$ cat config.mk
export PLATFORM = sky130hd
export DESIGN_NAME = stx_etx_frame_encoder
export DESIGN_NICKNAME = d
export VERILOG_FILES = /design/src/hw/rtl/sfe_pkg.sv /design/src/hw/rtl/sfe_framer.sv /design/src/hw/rtl/sfe_serializer.sv /design/src/hw/rtl/stx_etx_frame_encoder.sv
export SDC_FILE = /design/constraint.sdc
export NUM_CORES = 1
export LEC_CHECK = 0
export BUFFER_PORTS_ARGS = -buffer_cell sky130_fd_sc_hd__buf_2
export CAP_MARGIN = 20
export CORE_UTILIZATION = 28
export DETAILED_ROUTE_END_ITERATION = 8
export GPL_TIMING_DRIVEN = 0
export SYNTH_ARGS = -nofsm -noshare
export SYNTH_HDL_FRONTEND = slang
export SYNTH_SLANG_ARGS = --single-unit
$ cat constraint.sdc
create_clock -name clk -period 5.02 [get_ports clk]
set_input_delay 0.502 -clock clk [delete_from_list [all_inputs] [get_ports clk]]
set_output_delay 0.502 -clock clk [all_outputs]
set_load 0.03 [all_outputs]
$ cat src/hw/rtl/sfe_pkg.sv
// Package: shared types and constants for the STX/ETX frame encoder.
`timescale 1ns / 1ps

package sfe_pkg;

  localparam int BYTE_W    = 8;
  localparam int MAX_BYTES = 5;
  localparam int CNT_W     = 3;
  localparam int CFG_IDX_W = 2;

  localparam logic [BYTE_W-1:0] STUFF_MASK    = 8'h20;
  localparam logic [BYTE_W-1:0] RST_START     = 8'd2;
  localparam logic [BYTE_W-1:0] RST_END       = 8'd3;
  localparam logic [BYTE_W-1:0] RST_ESCAPE    = 8'd27;

  // Configuration register indexes
  localparam logic [CFG_IDX_W-1:0] CFG_START  = 2'd0;
  localparam logic [CFG_IDX_W-1:0] CFG_END    = 2'd1;
  localparam logic [CFG_IDX_W-1:0] CFG_ESCAPE = 2'd2;

  typedef enum logic {
    OP_START   = 1'b0,
    OP_PAYLOAD = 1'b1
  } op_t;

  typedef struct packed {
    logic [BYTE_W-1:0] start_delim;
    logic [BYTE_W-1:0] end_delim;
    logic [BYTE_W-1:0] escape;
  } cfg_t;

  // Up to five line bytes caused by one request, lowest entry sent first
  typedef struct packed {
    logic                             valid;
    logic [CNT_W-1:0]                 cnt;
    logic                             trailer;
    logic [MAX_BYTES-1:0][BYTE_W-1:0] bytes;
  } burst_t;

endpackage

$ cat src/hw/rtl/sfe_framer.sv
// Framer: input register, frame state and the encode of one request into a burst.
`timescale 1ns / 1ps

module sfe_framer (
  input  logic                  clk,
  input  logic                  rst_n,
  input  logic                  in_tvalid,
  output logic                  in_tready,
  input  logic [23:0]           in_tdata,
  input  logic                  in_tuser,
  input  sfe_pkg::cfg_t         cfg,
  output sfe_pkg::burst_t       burst,
  input  logic                  burst_ready
);
  import sfe_pkg::*;

  logic              item_v_r;
  op_t               op_r;
  logic [BYTE_W-1:0] mtype_r, plen_r, data_r;

  logic              in_frame_r, in_frame_nxt;
  logic [BYTE_W-1:0] remaining_r, remaining_nxt;
  logic [BYTE_W-1:0] csum_r, csum_nxt;

  logic              take;
  logic              esc;
  logic              last;
  logic [BYTE_W-1:0] rem_dec;

  assign take      = item_v_r && burst_ready;
  assign in_tready = rst_n && (!item_v_r || burst_ready);

  always_ff @(posedge clk) begin
    if (!rst_n) begin
      item_v_r <= 1'b0;
    end else if (in_tready) begin
      item_v_r <= in_tvalid;
    end
    if (in_tvalid && in_tready) begin
      op_r    <= op_t'(in_tuser);
      mtype_r <= in_tdata[7:0];
      plen_r  <= in_tdata[15:8];
      data_r  <= in_tdata[23:16];
    end
  end

  always_ff @(posedge clk) begin
    if (!rst_n) begin
      in_frame_r  <= 1'b0;
      remaining_r <= '0;
      csum_r      <= '0;
    end else if (take) begin
      in_frame_r  <= in_frame_nxt;
      remaining_r <= remaining_nxt;
      csum_r      <= csum_nxt;
    end
  end

  assign esc     = (data_r == cfg.start_delim) || (data_r == cfg.end_delim) ||
                   (data_r == cfg.escape);
  assign rem_dec = remaining_r - 8'd1;
  assign last    = (rem_dec == '0);

  always_comb begin
    in_frame_nxt  = in_frame_r;
    remaining_nxt = remaining_r;
    csum_nxt      = csum_r;
    burst.valid   = item_v_r;
    burst.cnt     = '0;
    burst.trailer = 1'b0;
    burst.bytes   = '0;
    case (op_r)
      OP_START: begin
        csum_nxt       = '0;
        burst.bytes[0] = cfg.start_delim;
        burst.bytes[1] = mtype_r;
        burst.bytes[2] = plen_r;
        burst.bytes[3] = '0;
        burst.bytes[4] = cfg.end_delim;
        if (plen_r == '0) begin
          // Empty frame closes at once
          burst.cnt     = 3'd5;
          burst.trailer = 1'b1;
          in_frame_nxt  = 1'b0;
          remaining_nxt = '0;
        end else begin
          burst.cnt     = 3'd3;
          in_frame_nxt  = 1'b1;
          remaining_nxt = plen_r;
        end
      end
      default: begin
        if (in_frame_r) begin
          csum_nxt      = csum_r ^ data_r;
          remaining_nxt = rem_dec;
          if (esc) begin
            burst.bytes[0] = cfg.escape;
            burst.bytes[1] = data_r ^ STUFF_MASK;
            burst.bytes[2] = csum_nxt;
            burst.bytes[3] = cfg.end_delim;
            burst.cnt      = last ? 3'd4 : 3'd2;
          end else begin
            burst.bytes[0] = data_r;
            burst.bytes[1] = csum_nxt;
            burst.bytes[2] = cfg.end_delim;
            burst.cnt      = last ? 3'd3 : 3'd1;
          end
          if (last) begin
            burst.trailer = 1'b1;
            in_frame_nxt  = 1'b0;
          end
        end
      end
    endcase
  end

endmodule

$ cat src/hw/rtl/sfe_serializer.sv
// Serializer: holds one burst and sends it out a byte per cycle while out_tready is high.
`timescale 1ns / 1ps

module sfe_serializer (
  input  logic            clk,
  input  logic            rst_n,
  input  sfe_pkg::burst_t burst,
  output logic            burst_ready,
  output logic            out_tvalid,
  input  logic            out_tready,
  output logic [7:0]      out_tdata,
  output logic            out_tlast,
  output logic            out_tuser
);
  import sfe_pkg::*;

  logic                             bv_r;
  logic [CNT_W-1:0]                 left_r;
  logic                             trailer_r;
  logic [MAX_BYTES-1:0][BYTE_W-1:0] bytes_r;
  logic                             final_byte;

  assign final_byte  = (left_r == 3'd1);
  assign burst_ready = !bv_r || (out_tready && final_byte);

  assign out_tvalid = bv_r;
  assign out_tdata  = bytes_r[0];
  assign out_tlast  = final_byte;
  assign out_tuser  = final_byte && trailer_r;

  always_ff @(posedge clk) begin
    if (!rst_n) begin
      bv_r   <= 1'b0;
      left_r <= '0;
    end else if (burst_ready) begin
      // Requests that cause no bytes are dropped here
      bv_r   <= burst.valid && (burst.cnt != '0);
      left_r <= burst.cnt;
    end else if (out_tready) begin
      left_r <= left_r - 3'd1;
    end
    if (burst_ready) begin
      bytes_r   <= burst.bytes;
      trailer_r <= burst.trailer;
    end else if (out_tready) begin
      bytes_r <= {BYTE_W'(0), bytes_r[MAX_BYTES-1:1]};
    end
  end

endmodule

$ cat src/hw/rtl/stx_etx_frame_encoder.sv
// Top level: STX/ETX frame encoder with byte stuffing and XOR checksum.
//
//  channel | ports                       | contents
//  --------+-----------------------------+------------------------------------------
//  in      | in_tvalid/tready/tdata/tuser| tdata: type byte, payload_length,
//          |                             |        data_byte; tuser: operation
//  out     | out_tvalid/tready/tdata/... | tdata: out_byte; tlast: run_last;
//          |                             | tuser: frame_done
//  cfg     | cfg_valid/ready/index/data  | 0 start, 1 end, 2 escape delimiter
//
// Each request yields 0 to 5 line bytes, sent one per cycle while out_tready is
// high: a start request gives 3 bytes (5 for an empty frame), a payload byte 1
// (2 when escaped) plus 2 for the closing checksum and end delimiter. The single
// output byte port sets this rate. An input register and a burst register part
// the two sides, so a new request is taken while the last byte of the previous
// one waits. Synchronous active-low reset clears the frame state and loads the
// default delimiters (2, 3, 27). Both ready outputs stay low while reset is
// held; out of reset, config writes are accepted in every cycle.
`timescale 1ns / 1ps

module stx_etx_frame_encoder (
  input  logic       clk,
  input  logic       rst_n,
  input  logic       in_tvalid,
  output logic       in_tready,
  input  logic [23:0] in_tdata,  // [7:0] type byte, [15:8] payload_length, [23:16] data_byte
  input  logic       in_tuser,   // [0] operation
  output logic       out_tvalid,
  input  logic       out_tready,
  output logic [7:0] out_tdata,  // [7:0] out_byte
  output logic       out_tlast,
  output logic       out_tuser,  // [0] frame_done
  input  logic       cfg_valid,
  output logic       cfg_ready,
  input  logic [1:0] cfg_index,
  input  logic [7:0] cfg_data
);
  import sfe_pkg::*;

  cfg_t   cfg_r;
  burst_t burst;
  logic   burst_ready;

  assign cfg_ready = rst_n;

  // Delimiter registers; index 3 is ignored
  always_ff @(posedge clk) begin
    if (!rst_n) begin
      cfg_r.start_delim <= RST_START;
      cfg_r.end_delim   <= RST_END;
      cfg_r.escape      <= RST_ESCAPE;
    end else if (cfg_valid && cfg_ready) begin
      unique case (cfg_index)
        CFG_START:  cfg_r.start_delim <= cfg_data;
        CFG_END:    cfg_r.end_delim   <= cfg_data;
        CFG_ESCAPE: cfg_r.escape      <= cfg_data;
        default: ;
      endcase
    end
  end

  sfe_framer u_framer (
    .clk         (clk),
    .rst_n       (rst_n),
    .in_tvalid   (in_tvalid),
    .in_tready   (in_tready),
    .in_tdata    (in_tdata),
    .in_tuser    (in_tuser),
    .cfg         (cfg_r),
    .burst       (burst),
    .burst_ready (burst_ready)
  );

  sfe_serializer u_serializer (
    .clk         (clk),
    .rst_n       (rst_n),
    .burst       (burst),
    .burst_ready (burst_ready),
    .out_tvalid  (out_tvalid),
    .out_tready  (out_tready),
    .out_tdata   (out_tdata),
    .out_tlast   (out_tlast),
    .out_tuser   (out_tuser)
  );

endmodule

==> results of run 1 <==
==> flip-flops by register name (all words and copies together), names as in the netlist <==
name and flops:
cfg_r 24, u_framer.csum_r 8, u_framer.data_r 8, u_framer.in_frame_r 1, u_framer.item_v_r 1, u_framer.mtype_r 8
u_framer.op_r 1, u_framer.plen_r 8, u_framer.remaining_r 8, u_serializer.bytes_r 32, u_serializer.left_r 3, u_serializer.out_tdata 8
u_serializer.out_tvalid 1, u_serializer.trailer_r 1
==> cells in the mapped netlist (all sizes together) (10+ instances only) <==
cell type	n
a21oi	61
buf	26
clkbuf	21
dfxtp	46
edfxtp	66
mux2i	17
nand2	81
nand2b	10
nand3	18
nor2	40
nor2b	10
o21ai	37
or3	15
xnor2	25
xor2	10
==> logic make-up after synthesis <==
kind of cell | Yosys count | share of synthesized area
adder cells (fa/ha/maj) | 5 | 0.0110
XOR/XNOR | 35 | 0.0541
buffers and inverters | 58 | 0.0590
flip-flops | 112 | 0.513
AO/OA/AOI/OAI | 134 | 0.151
AND/OR/NAND/NOR | 208 | 0.180
multiplexers | 18 | 0.0320
==> per-stage QoR <==
stage          setup WS (ns)  hold WS [ns]
6_report                2.40         0.303
5_1_grt                 2.18         0.289
4_1_cts                 2.36         0.289
3_5_place_dp            1.96         0.485
3_3_place_gp            2.02         0.479
2_1_floorplan           2.46         0.461
==> routing by layer <==
layer,global-route usage,part of all wire
met1,0.208,0.46
met3,0.0328,0.054
met4,0.0681,0.030
met2,0.240,0.45
met5,0,0
==> power by group through the flow <==
| stage | clock (mW) | combinational (mW) | sequential, mW |
|---|---|---|---|
| 3_3_place_gp | 0 | 0.250 | 1.08 |
| 6_report | 0.809 | 0.256 | 1.06 |
| 4_1_cts | 0.828 | 0.255 | 1.06 |
| 3_5_place_dp | 0 | 0.254 | 1.08 |
| 5_1_grt | 0.858 | 0.284 | 1.06 |
| 2_1_floorplan | 0 | 0.174 | 1.07 |
==> worst reg2reg max path, stage by stage, from the launching register on <==
cell      delay (ns)
dfxtp_1         0.33
inv_1           0.06
ha_1            0.18
and3b_1         0.17
nor2_1          0.46
inv_1           0.21
clkbuf_1        0.33
and3_1          0.31
a21oi_1         0.21
o21ai_1         0.10
==> worst paths after layout <==
check	from	end	slack (ns)
hold reg to reg	cfg_r[2]	cfg_r[2]	0.49
setup / recovery	u_serializer.left_r[1]	u_serializer.bytes_r[23]	2.40
hold / removal	in_tdata[14]	u_framer.plen_r[6]	0.30
setup reg to reg	u_serializer.left_r[1]	u_serializer.bytes_r[23]	2.40
==> area by class of cell <==
| cell class | count | share of cell area |
|---|---|---|
| buffer | 47 | 0.0441 |
| multi-input combinational | 400 | 0.366 |
| clock buffer | 12 | 0.0389 |
| inverter | 11 | 0.00623 |
| tap | 265 | 0.0500 |
| sequential | 112 | 0.438 |
| timing repair buffer | 53 | 0.0457 |
| clock inverter | 4 | 0.0115 |
==> metrics.txt, run 1 <==
Hold/Removal Path Class=in2reg; post-CTS setup buffer count=0; initial antenna violation count=0; worst r2r path cells=9; post-layout util=0.337; TritonCTS Sinks=112; placed instance area=6270 um^2; Yosys reg bits=112; drt drc=0; Mapped Cells=570; GRT Total Usage=0.155; # rows=51; vias in the first global route=4143; share of the synthesized area in the top cell type=0.350; Slew HR=0.451; Seq/Total Area, Yosys=0.513; die area=20800 um^2; GR Overflow Total=0; H-tree depth=3; input/output buffers=51; clk root buf=clkbuf_16; Power Dens Cells=320 nW/um^2; Reg power frac=0.498; # nets final=679; I/O pin count=53; CP Launch Type=flip-flop; post-synthesis cell type count=53; Synth async-reset ratio=0; Hold Vio Cnt, Final=0; layout cells sized above 1=0.178; setup TNS=0 ns; setup violators final=0; Post-DP HPWL=10.9 mm; CP most frequent cell=inv_1; worst hold stages=1; Die Span X=144 um; Clock Path Buffers=2; VDD IR-drop max=0.137 mV; Top delay family on crit path=simple AND/OR/NAND/NOR gates; Internal=1.60 mW; combinational share of power=0.121; Post-synth EDFFs=66; Initial Util=0.288; core area=19700 um^2; Critical Path Max Stage Delay=0.46 ns; syn avg cell area=9.93 um^2; cell area after synthesis=5660 um^2; Clock Skew=0.0125 ns; clock slew at reported path FFs=0.08 ns; Worst EP arrival=2.72 ns; vias=4358; Storage cell area=2900 um^2; Final Slew Violations=0; design area=6630 um^2; Worst Setup End Kind=flip-flop; placed cells=887; Bufs and invs on worst path=3; clock power share=0.381; synth warn=0; worst slew pin tran=0.818 ns; most frequent cells in the layout=nand2_1 (81), edfxtp_1 (66), a21oi_1 (61), buf_2 (56), dfxtp_1 (46); leakage=2.60 nW; CP required=5.13 ns; CP Depth=9; vias per cell=4.82; non-filler cells, final=904; First-pass DRT Iterations=5; Die Height=144 um; DRT iter0 DRCs=351; CTS Hold Bufs=0; ant diodes=0; Post-synth top flop=edfxtp_1; final RePlAce weighted congestion=0.883; Fmax=382 MHz; area leader, netlist=edfxtp_1; worst path cell trace=inv_1 -> ha_1 -> and3b_1 -> nor2_1 -> inv_1 -> clkbuf_1 -> and3_1 -> a21oi_1 -> o21ai_1; multi-input logic area=2430 um^2; Worst Path Max Fanout=10; status=finished, final reports clean; sw frac=0.248; Post-Syn Nets=615; RSZ-0062 raised after global routing=no; # fillers=2090; kind of critical path=reg2reg; DRT Wirelength=15.2 mm; post-route ant nets=0; Worst-Skew Late Latency=0.37 ns; total CTS buffers=9; Switch Pwr=0.526 mW; TritonCTS clock tree=yes; commonest non-fill, non-tap cell in the layout=nand2_1; overall power=2.12 mW; Slowest-stage cell, CP=nor2_1; largest cells by area after synthesis=edfxtp_1 (35%), dfxtp_1 (16%), a21oi_1 (5.4%); Avg WL per Cell=16.8 um; Area growth, synth to finish=17.1%; Final period util=0.521; Post-CTS Resized=0; largest net degree at the start of global routing=33; first-pass GRT wire length=23.7 mm; Tmin final=2.62 ns; Max-Cap Viols=0
(Power assumes the default switching activity.)
==> run 2, diff against run 1 <==
Clock period 5.02 ns to 2.5 ns, I/O delays scaled along.
==> metrics.txt, run 2 (synthesis results as in run 1) <==
die area=20800 um^2 (unchanged); sw frac=0.248 (about the same); post-route ant nets=0 (unchanged); most frequent cells in the layout=nand2_1 (81), edfxtp_1 (66), a21oi_1 (61), buf_2 (56), dfxtp_1 (46); setup violators final=0 (unchanged); CP Launch Type=flip-flop; Worst EP arrival=2.60 ns (-0.12 ns); Slew HR=0.451 (about the same); clock power share=0.381 (about the same); Tmin final=2.34 ns (-0.275 ns); Slowest-stage cell, CP=edfxtp_1; initial antenna violation count=0 (unchanged); met3 GRT Util=0.0331 (+0.000331); Min Hold Slack=0.0524 ns (-0.251 ns); TritonCTS Sinks=112 (unchanged); placed cells=887 (unchanged); worst path cell trace=buf_4 -> xnor2_1 -> nand4_1 -> nor2_1 -> a211oi_4 -> buf_6 -> buf_8 -> inv_1 -> ha_1 -> a21oi_1 -> a221oi_1; Worst-Skew Late Latency=0.37 ns (about the same); worst r2r path cells=11 (+2); clk root buf=clkbuf_16; input/output buffers=51 (unchanged); # fillers=2093 (+0.14%); placed instance area=6270 um^2 (unchanged); final RePlAce weighted congestion=0.883 (unchanged); DRT Wirelength=15.2 mm (+0.36%); VDD IR-drop max=0.273 mV (+99%); Most Crowded Layer GR=met2; Power Dens Cells=641 nW/um^2 (+100%); leakage=2.61 nW (+0.32%); non-filler cells, final=905 (+0.11%); HP Start=in_tdata[14]; Final period util=0.936 (+0.415); R2R Path End=u_serializer.left_r[1]; post-layout util=0.339 (+0.00134); Reg power frac=0.498 (about the same); clock slew at reported path FFs=0.08 ns (about the same); commonest non-fill, non-tap cell in the layout=nand2_1; design area=6660 um^2 (+0.40%); worst hold stages=1 (unchanged); kind of critical path=reg2reg; # nets final=680 (+0.15%); CP required=2.76 ns (-2.37 ns); Fmax=427 MHz (+12%); worst slew pin tran=0.822 ns (+0.00403 ns); DRT iter0 DRCs=325 (-7.4%); Hold Vio Cnt, Final=0 (unchanged); met2 Usage GRT=0.240 (-0.000254); First-pass DRT Iterations=6 (+1); WHS Endpoint=u_framer.plen_r[6]; TritonCTS clock tree=yes; CTS Hold Bufs=0 (unchanged); Switch Pwr=1.06 mW (+100%); total CTS buffers=9 (unchanged); Post-DP HPWL=10.9 mm (unchanged); GR Overflow Total=0 (unchanged); Area growth, synth to finish=17.6%; vias=4388 (+0.69%); # rows=51 (unchanged); Avg WL per Cell=16.8 um (+0.25%); vias per cell=4.85 (+0.58%); vias in the first global route=4159 (+0.39%); Clock Skew=0.0125 ns (-0.0000101 ns); Reg-to-Reg Start=u_framer.data_r[7]; Final Slew Violations=0 (unchanged); Worst Setup End Kind=flip-flop; RSZ-0062 raised after global routing=no; Critical Path Max Stage Delay=0.38 ns (-0.08 ns); biggest regs=u_serializer.bytes_r (32), cfg_r (24); H-tree depth=3 (unchanged); Initial Util=0.288 (unchanged); status=finished, final reports clean; overall power=4.27 mW (+100%); first-pass GRT wire length=23.8 mm (+0.23%); Top reg by flops=u_serializer.bytes_r; largest net degree at the start of global routing=33 (unchanged); Die Span X=144 um (unchanged); Max-Cap Viols=0 (unchanged); flop2flop setup slack=0.16 ns (-2.24 ns); Die Height=144 um (unchanged); Clock Path Buffers=2 (unchanged); max reg flops=32 (unchanged); met1 usage in global routing=0.209 (+0.000622); I/O pin count=53 (unchanged); drt drc=0 (unchanged); ant diodes=0 (unchanged); Worst Path Max Fanout=10 (unchanged); combinational share of power=0.122 (about the same); core area=19700 um^2 (unchanged); Hold/Removal Path Class=in2reg; layout cells sized above 1=0.183 (+0.00441); Internal=3.21 mW (+100%); GRT Total Usage=0.156 (+0.000358)
-- run 2: cell count changes in the layout (fill, tap and decap cells not counted) --
cell / delta
buf_4: +1
o21ai_2: +1
nor2_1: -1
a211oi_2: -1
nor2_4: +1
a211oi_4: +1
o21ai_1: -1
-- run 2: through the flow --
stage	TNS (ns)	setup slack, ns
floorplan	0	0.0697
global placement	-4.72	-0.245
detailed placement	-7.54	-0.303
CTS	0	0.0635
global route	0	0.0184
finish	0	0.159
-- run 2: how the worst max path moves through the flow --
stage	from	end	slack, ns	cells past startpoint
after floorplan	u_serializer.left_r[0]	u_framer.data_r[0]	0.07	5
after global placement	out_tready	u_serializer.left_r[2]	-0.24	6
after detailed placement	rst_n	u_framer.mtype_r[7]	-0.30	4
after CTS	u_serializer.left_r[1]	u_framer.mtype_r[7]	0.06	6
after global routing	u_serializer.left_r[1]	u_serializer.bytes_r[23]	0.02	9
final	u_framer.data_r[7]	u_serializer.left_r[1]	0.16	11
-- run 2: per-layer routing --
metal / share of wire / up-vias
li1: - / 2148
met2: 0.46 / 116
met5: 0 / -
met4: 0.029 / 0
met1: 0.46 / 2099
met3: 0.051 / 25
-- run 2: repair_timing --
item / in CTS / in global routing
pin swaps: 0 / 1
hold endpoints to repair: 0 / 0
setup endpoints to repair: 2 / 3
buffers inserted: 0 / 1
gates resized for setup: 2 / 2
-- run 2: cell type report --
class	instances	area, um^2	area share
Buffer	47	293	0.0440
Clock buffer	12	258	0.0387
Clock inverter	4	76.3	0.0115
Inverter	11	41.3	0.00620
Multi-Input combinational cell	400	2450	0.367
Sequential cell	112	2900	0.436
Tap cell	265	332	0.0498
Timing Repair Buffer	54	310	0.0466
-- run 2: worst max-delay path, delay by kind of cell (launching register included) --
kind                     cells  cell delay (ns)
flip-flops                   1             0.38
AO/OA/AOI/OAI                3             0.61
adder cells (fa/ha/maj)      1             0.26
XOR/XNOR                     1             0.13
buffers and inverters        4             0.66
AND/OR/NAND/NOR              2             0.18
-- run 2: power by group through the flow --
stage / combinational (mW) / clock [mW] / sequential (mW)
3_5_place_dp: 0.509 / 0 / 2.17
3_3_place_gp: 0.503 / 0 / 2.17
4_1_cts: 0.513 / 1.66 / 2.12
5_1_grt: 0.573 / 1.72 / 2.13
2_1_floorplan: 0.350 / 0 / 2.15
6_report: 0.518 / 1.62 / 2.12
==> run 3, diff against run 2 <==
Settings changed: CORE_ASPECT_RATIO set to 0.8.
==> metrics.txt, run 3 (synthesis results as in run 1) <==
Initial Util=0.286 (-0.00211); core area=19800 um^2 (+0.74%); multi-input logic area=2450 um^2 (about the same); clock slew at reported path FFs=0.08 ns (about the same); Avg WL per Cell=17.1 um (+1.7%); flop2flop setup slack=0.14 ns (-0.02 ns); biggest regs=u_serializer.bytes_r (32), cfg_r (24); pre-CTS WS=-0.0997 ns (+0.204 ns); total CTS buffers=9 (unchanged); placed cells=887 (unchanged); DRT Wirelength=15.5 mm (+1.5%); worst r2r path cells=9 (-2); post-layout util=0.336 (-0.00299); leakage=2.60 nW (about the same); Slowest-stage cell, CP=dfxtp_1; H-tree depth=3 (unchanged); Final period util=0.944 (+0.00745); Power Dens Cells=636 nW/um^2 (-0.76%); R2R Path End=u_serializer.bytes_r[23]; CP required=2.61 ns (-0.15 ns); CP Depth=9 (-2); CP Launch Point=u_serializer.left_r[1]; Bufs and invs on worst path=3 (-1); vias per cell=4.84 (-0.23%); kind of critical path=reg2reg; status=finished, final reports clean; Reg-to-Reg Start=u_serializer.left_r[1]; met1 usage in global routing=0.218 (+0.00943); Die Height=129 um (-10%); worst slew pin tran=0.873 ns (+0.0517 ns); commonest non-fill, non-tap cell in the layout=nand2_1; CP most frequent cell=inv_1; Tmin final=2.36 ns (+0.0186 ns); Final Slew Violations=0 (unchanged); die area=20800 um^2 (about the same); met2 Usage GRT=0.235 (-0.00447); Worst Path Max Fanout=10 (unchanged); non-filler cells, final=904 (-0.11%); vias in the first global route=4301 (+3.4%); GR Overflow Total=0 (unchanged); # rows=46 (-9.8%); TritonCTS Sinks=112 (unchanged); Worst-Skew Late Latency=0.37 ns (about the same); Storage cell area=2900 um^2 (unchanged); setup violators final=0 (unchanged); CP Launch Type=flip-flop; layout cells sized above 1=0.188 (+0.00469); RSZ-0062 raised after global routing=no; input/output buffers=51 (unchanged); first-pass GRT wire length=24.1 mm (+1.4%); I/O pin count=53 (unchanged); vias=4373 (-0.34%); # nets final=680 (unchanged); Most Crowded Layer GR=met2; max reg flops=32 (unchanged); # fillers=2044 (-2.3%); post-route ant nets=0 (unchanged); Slew HR=0.413 (-0.0377); Top delay family on crit path=simple AND/OR/NAND/NOR gates; worst path cell trace=inv_1 -> ha_1 -> and3b_1 -> nor2_2 -> inv_1 -> clkbuf_2 -> and3_1 -> a21oi_1 -> o21ai_1; ant diodes=0 (unchanged); Max-Cap Viols=0 (unchanged); CP Capture Point=u_serializer.bytes_r[23]; setup ws final=0.141 ns (-0.0186 ns); Clock Path Buffers=2 (unchanged); DRT iter0 DRCs=537 (+65%); clk root buf=clkbuf_16; largest net degree at the start of global routing=38 (+15%); Critical Path Max Stage Delay=0.33 ns (-0.05 ns); Worst EP arrival=2.47 ns (-0.13 ns); TritonCTS clock tree=yes; Die Span X=161 um (+12%); Area growth, synth to finish=17.4%; Clock Skew=0.00919 ns (-0.00327 ns); Hold/Removal Path Class=in2reg; Hold Vio Cnt, Final=0 (unchanged); First-pass DRT Iterations=5 (-1); VDD IR-drop max=0.300 mV (+9.9%); Post-DP HPWL=11.1 mm (+2.2%); met3 GRT Util=0.0384 (+0.00530); initial antenna violation count=0 (unchanged); CTS Hold Bufs=0 (unchanged); drt drc=0 (unchanged); Top reg by flops=u_serializer.bytes_r; final RePlAce weighted congestion=0.852 (-3.5%); Fmax=424 MHz (-0.79%); GRT Total Usage=0.155 (-0.000347); most frequent cells in the layout=nand2_1 (81), edfxtp_1 (66), a21oi_1 (61), buf_2 (56), dfxtp_1 (46); Worst Setup End Kind=flip-flop
[run 3: area by class of cell]
class / count / area share
buffer: 47 / 0.0442
timing repair buffer: 54 / 0.0467
inverter: 11 / 0.00621
multi-input combinational: 400 / 0.368
clock buffer: 11 / 0.0365
clock inverter: 5 / 0.0120
tap: 264 / 0.0497
sequential: 112 / 0.437
[run 3: worst min path at each step]
stage | startpoint | end | slack (ns) | cells past startpoint
finish | in_tdata[5] | u_framer.mtype_r[5] | 0.05 | 1
global route | in_tdata[15] | u_framer.plen_r[7] | 0.03 | 1
CTS | in_tdata[14] | u_framer.plen_r[6] | 0.04 | 1
detailed placement | in_tdata[15] | u_framer.plen_r[7] | 0.43 | 1
global placement | in_tdata[1] | u_framer.mtype_r[1] | 0.43 | 1
floorplan | in_tdata[16] | u_framer.data_r[0] | 0.35 | 0
[run 3: what timing repair did]
action | CTS | global route
pin swaps | 0 | 1
endpoints found under the setup margin | 2 | 4
hold endpoints to repair | 0 | 0
setup buffers | 0 | 1
resized for setup | 2 | 4
[run 3: where the power goes]
part	internal, mW	switching (mW)
Clock	0.904	0.674
Sequential	2.07	0.0554
Combinational	0.197	0.327
Total	3.17	1.06
[run 3: per-stage QoR]
step / setup TNS [ns] / hold WS (ns) / area (um^2) / total power, mW
final: 0 / 0.0505 / 6650 / 4.23
after CTS: 0 / 0.0428 / 6630 / 4.26
after detailed placement: -0.153 / 0.428 / 6300 / 2.68
after global placement: -5.20 / 0.428 / 6250 / 2.67
after floorplan: 0 / 0.349 / 5660 / 2.50
after global routing: 0 / 0.0346 / 6650 / 4.40
[run 3: layer usage]
metal / routed length, um / vias to the layer above
li1: - / 2151
met1: 7700 / 2087
met2: 6670 / 117
met3: 818 / 18
met4: 261 / 0
met5: 0 / -
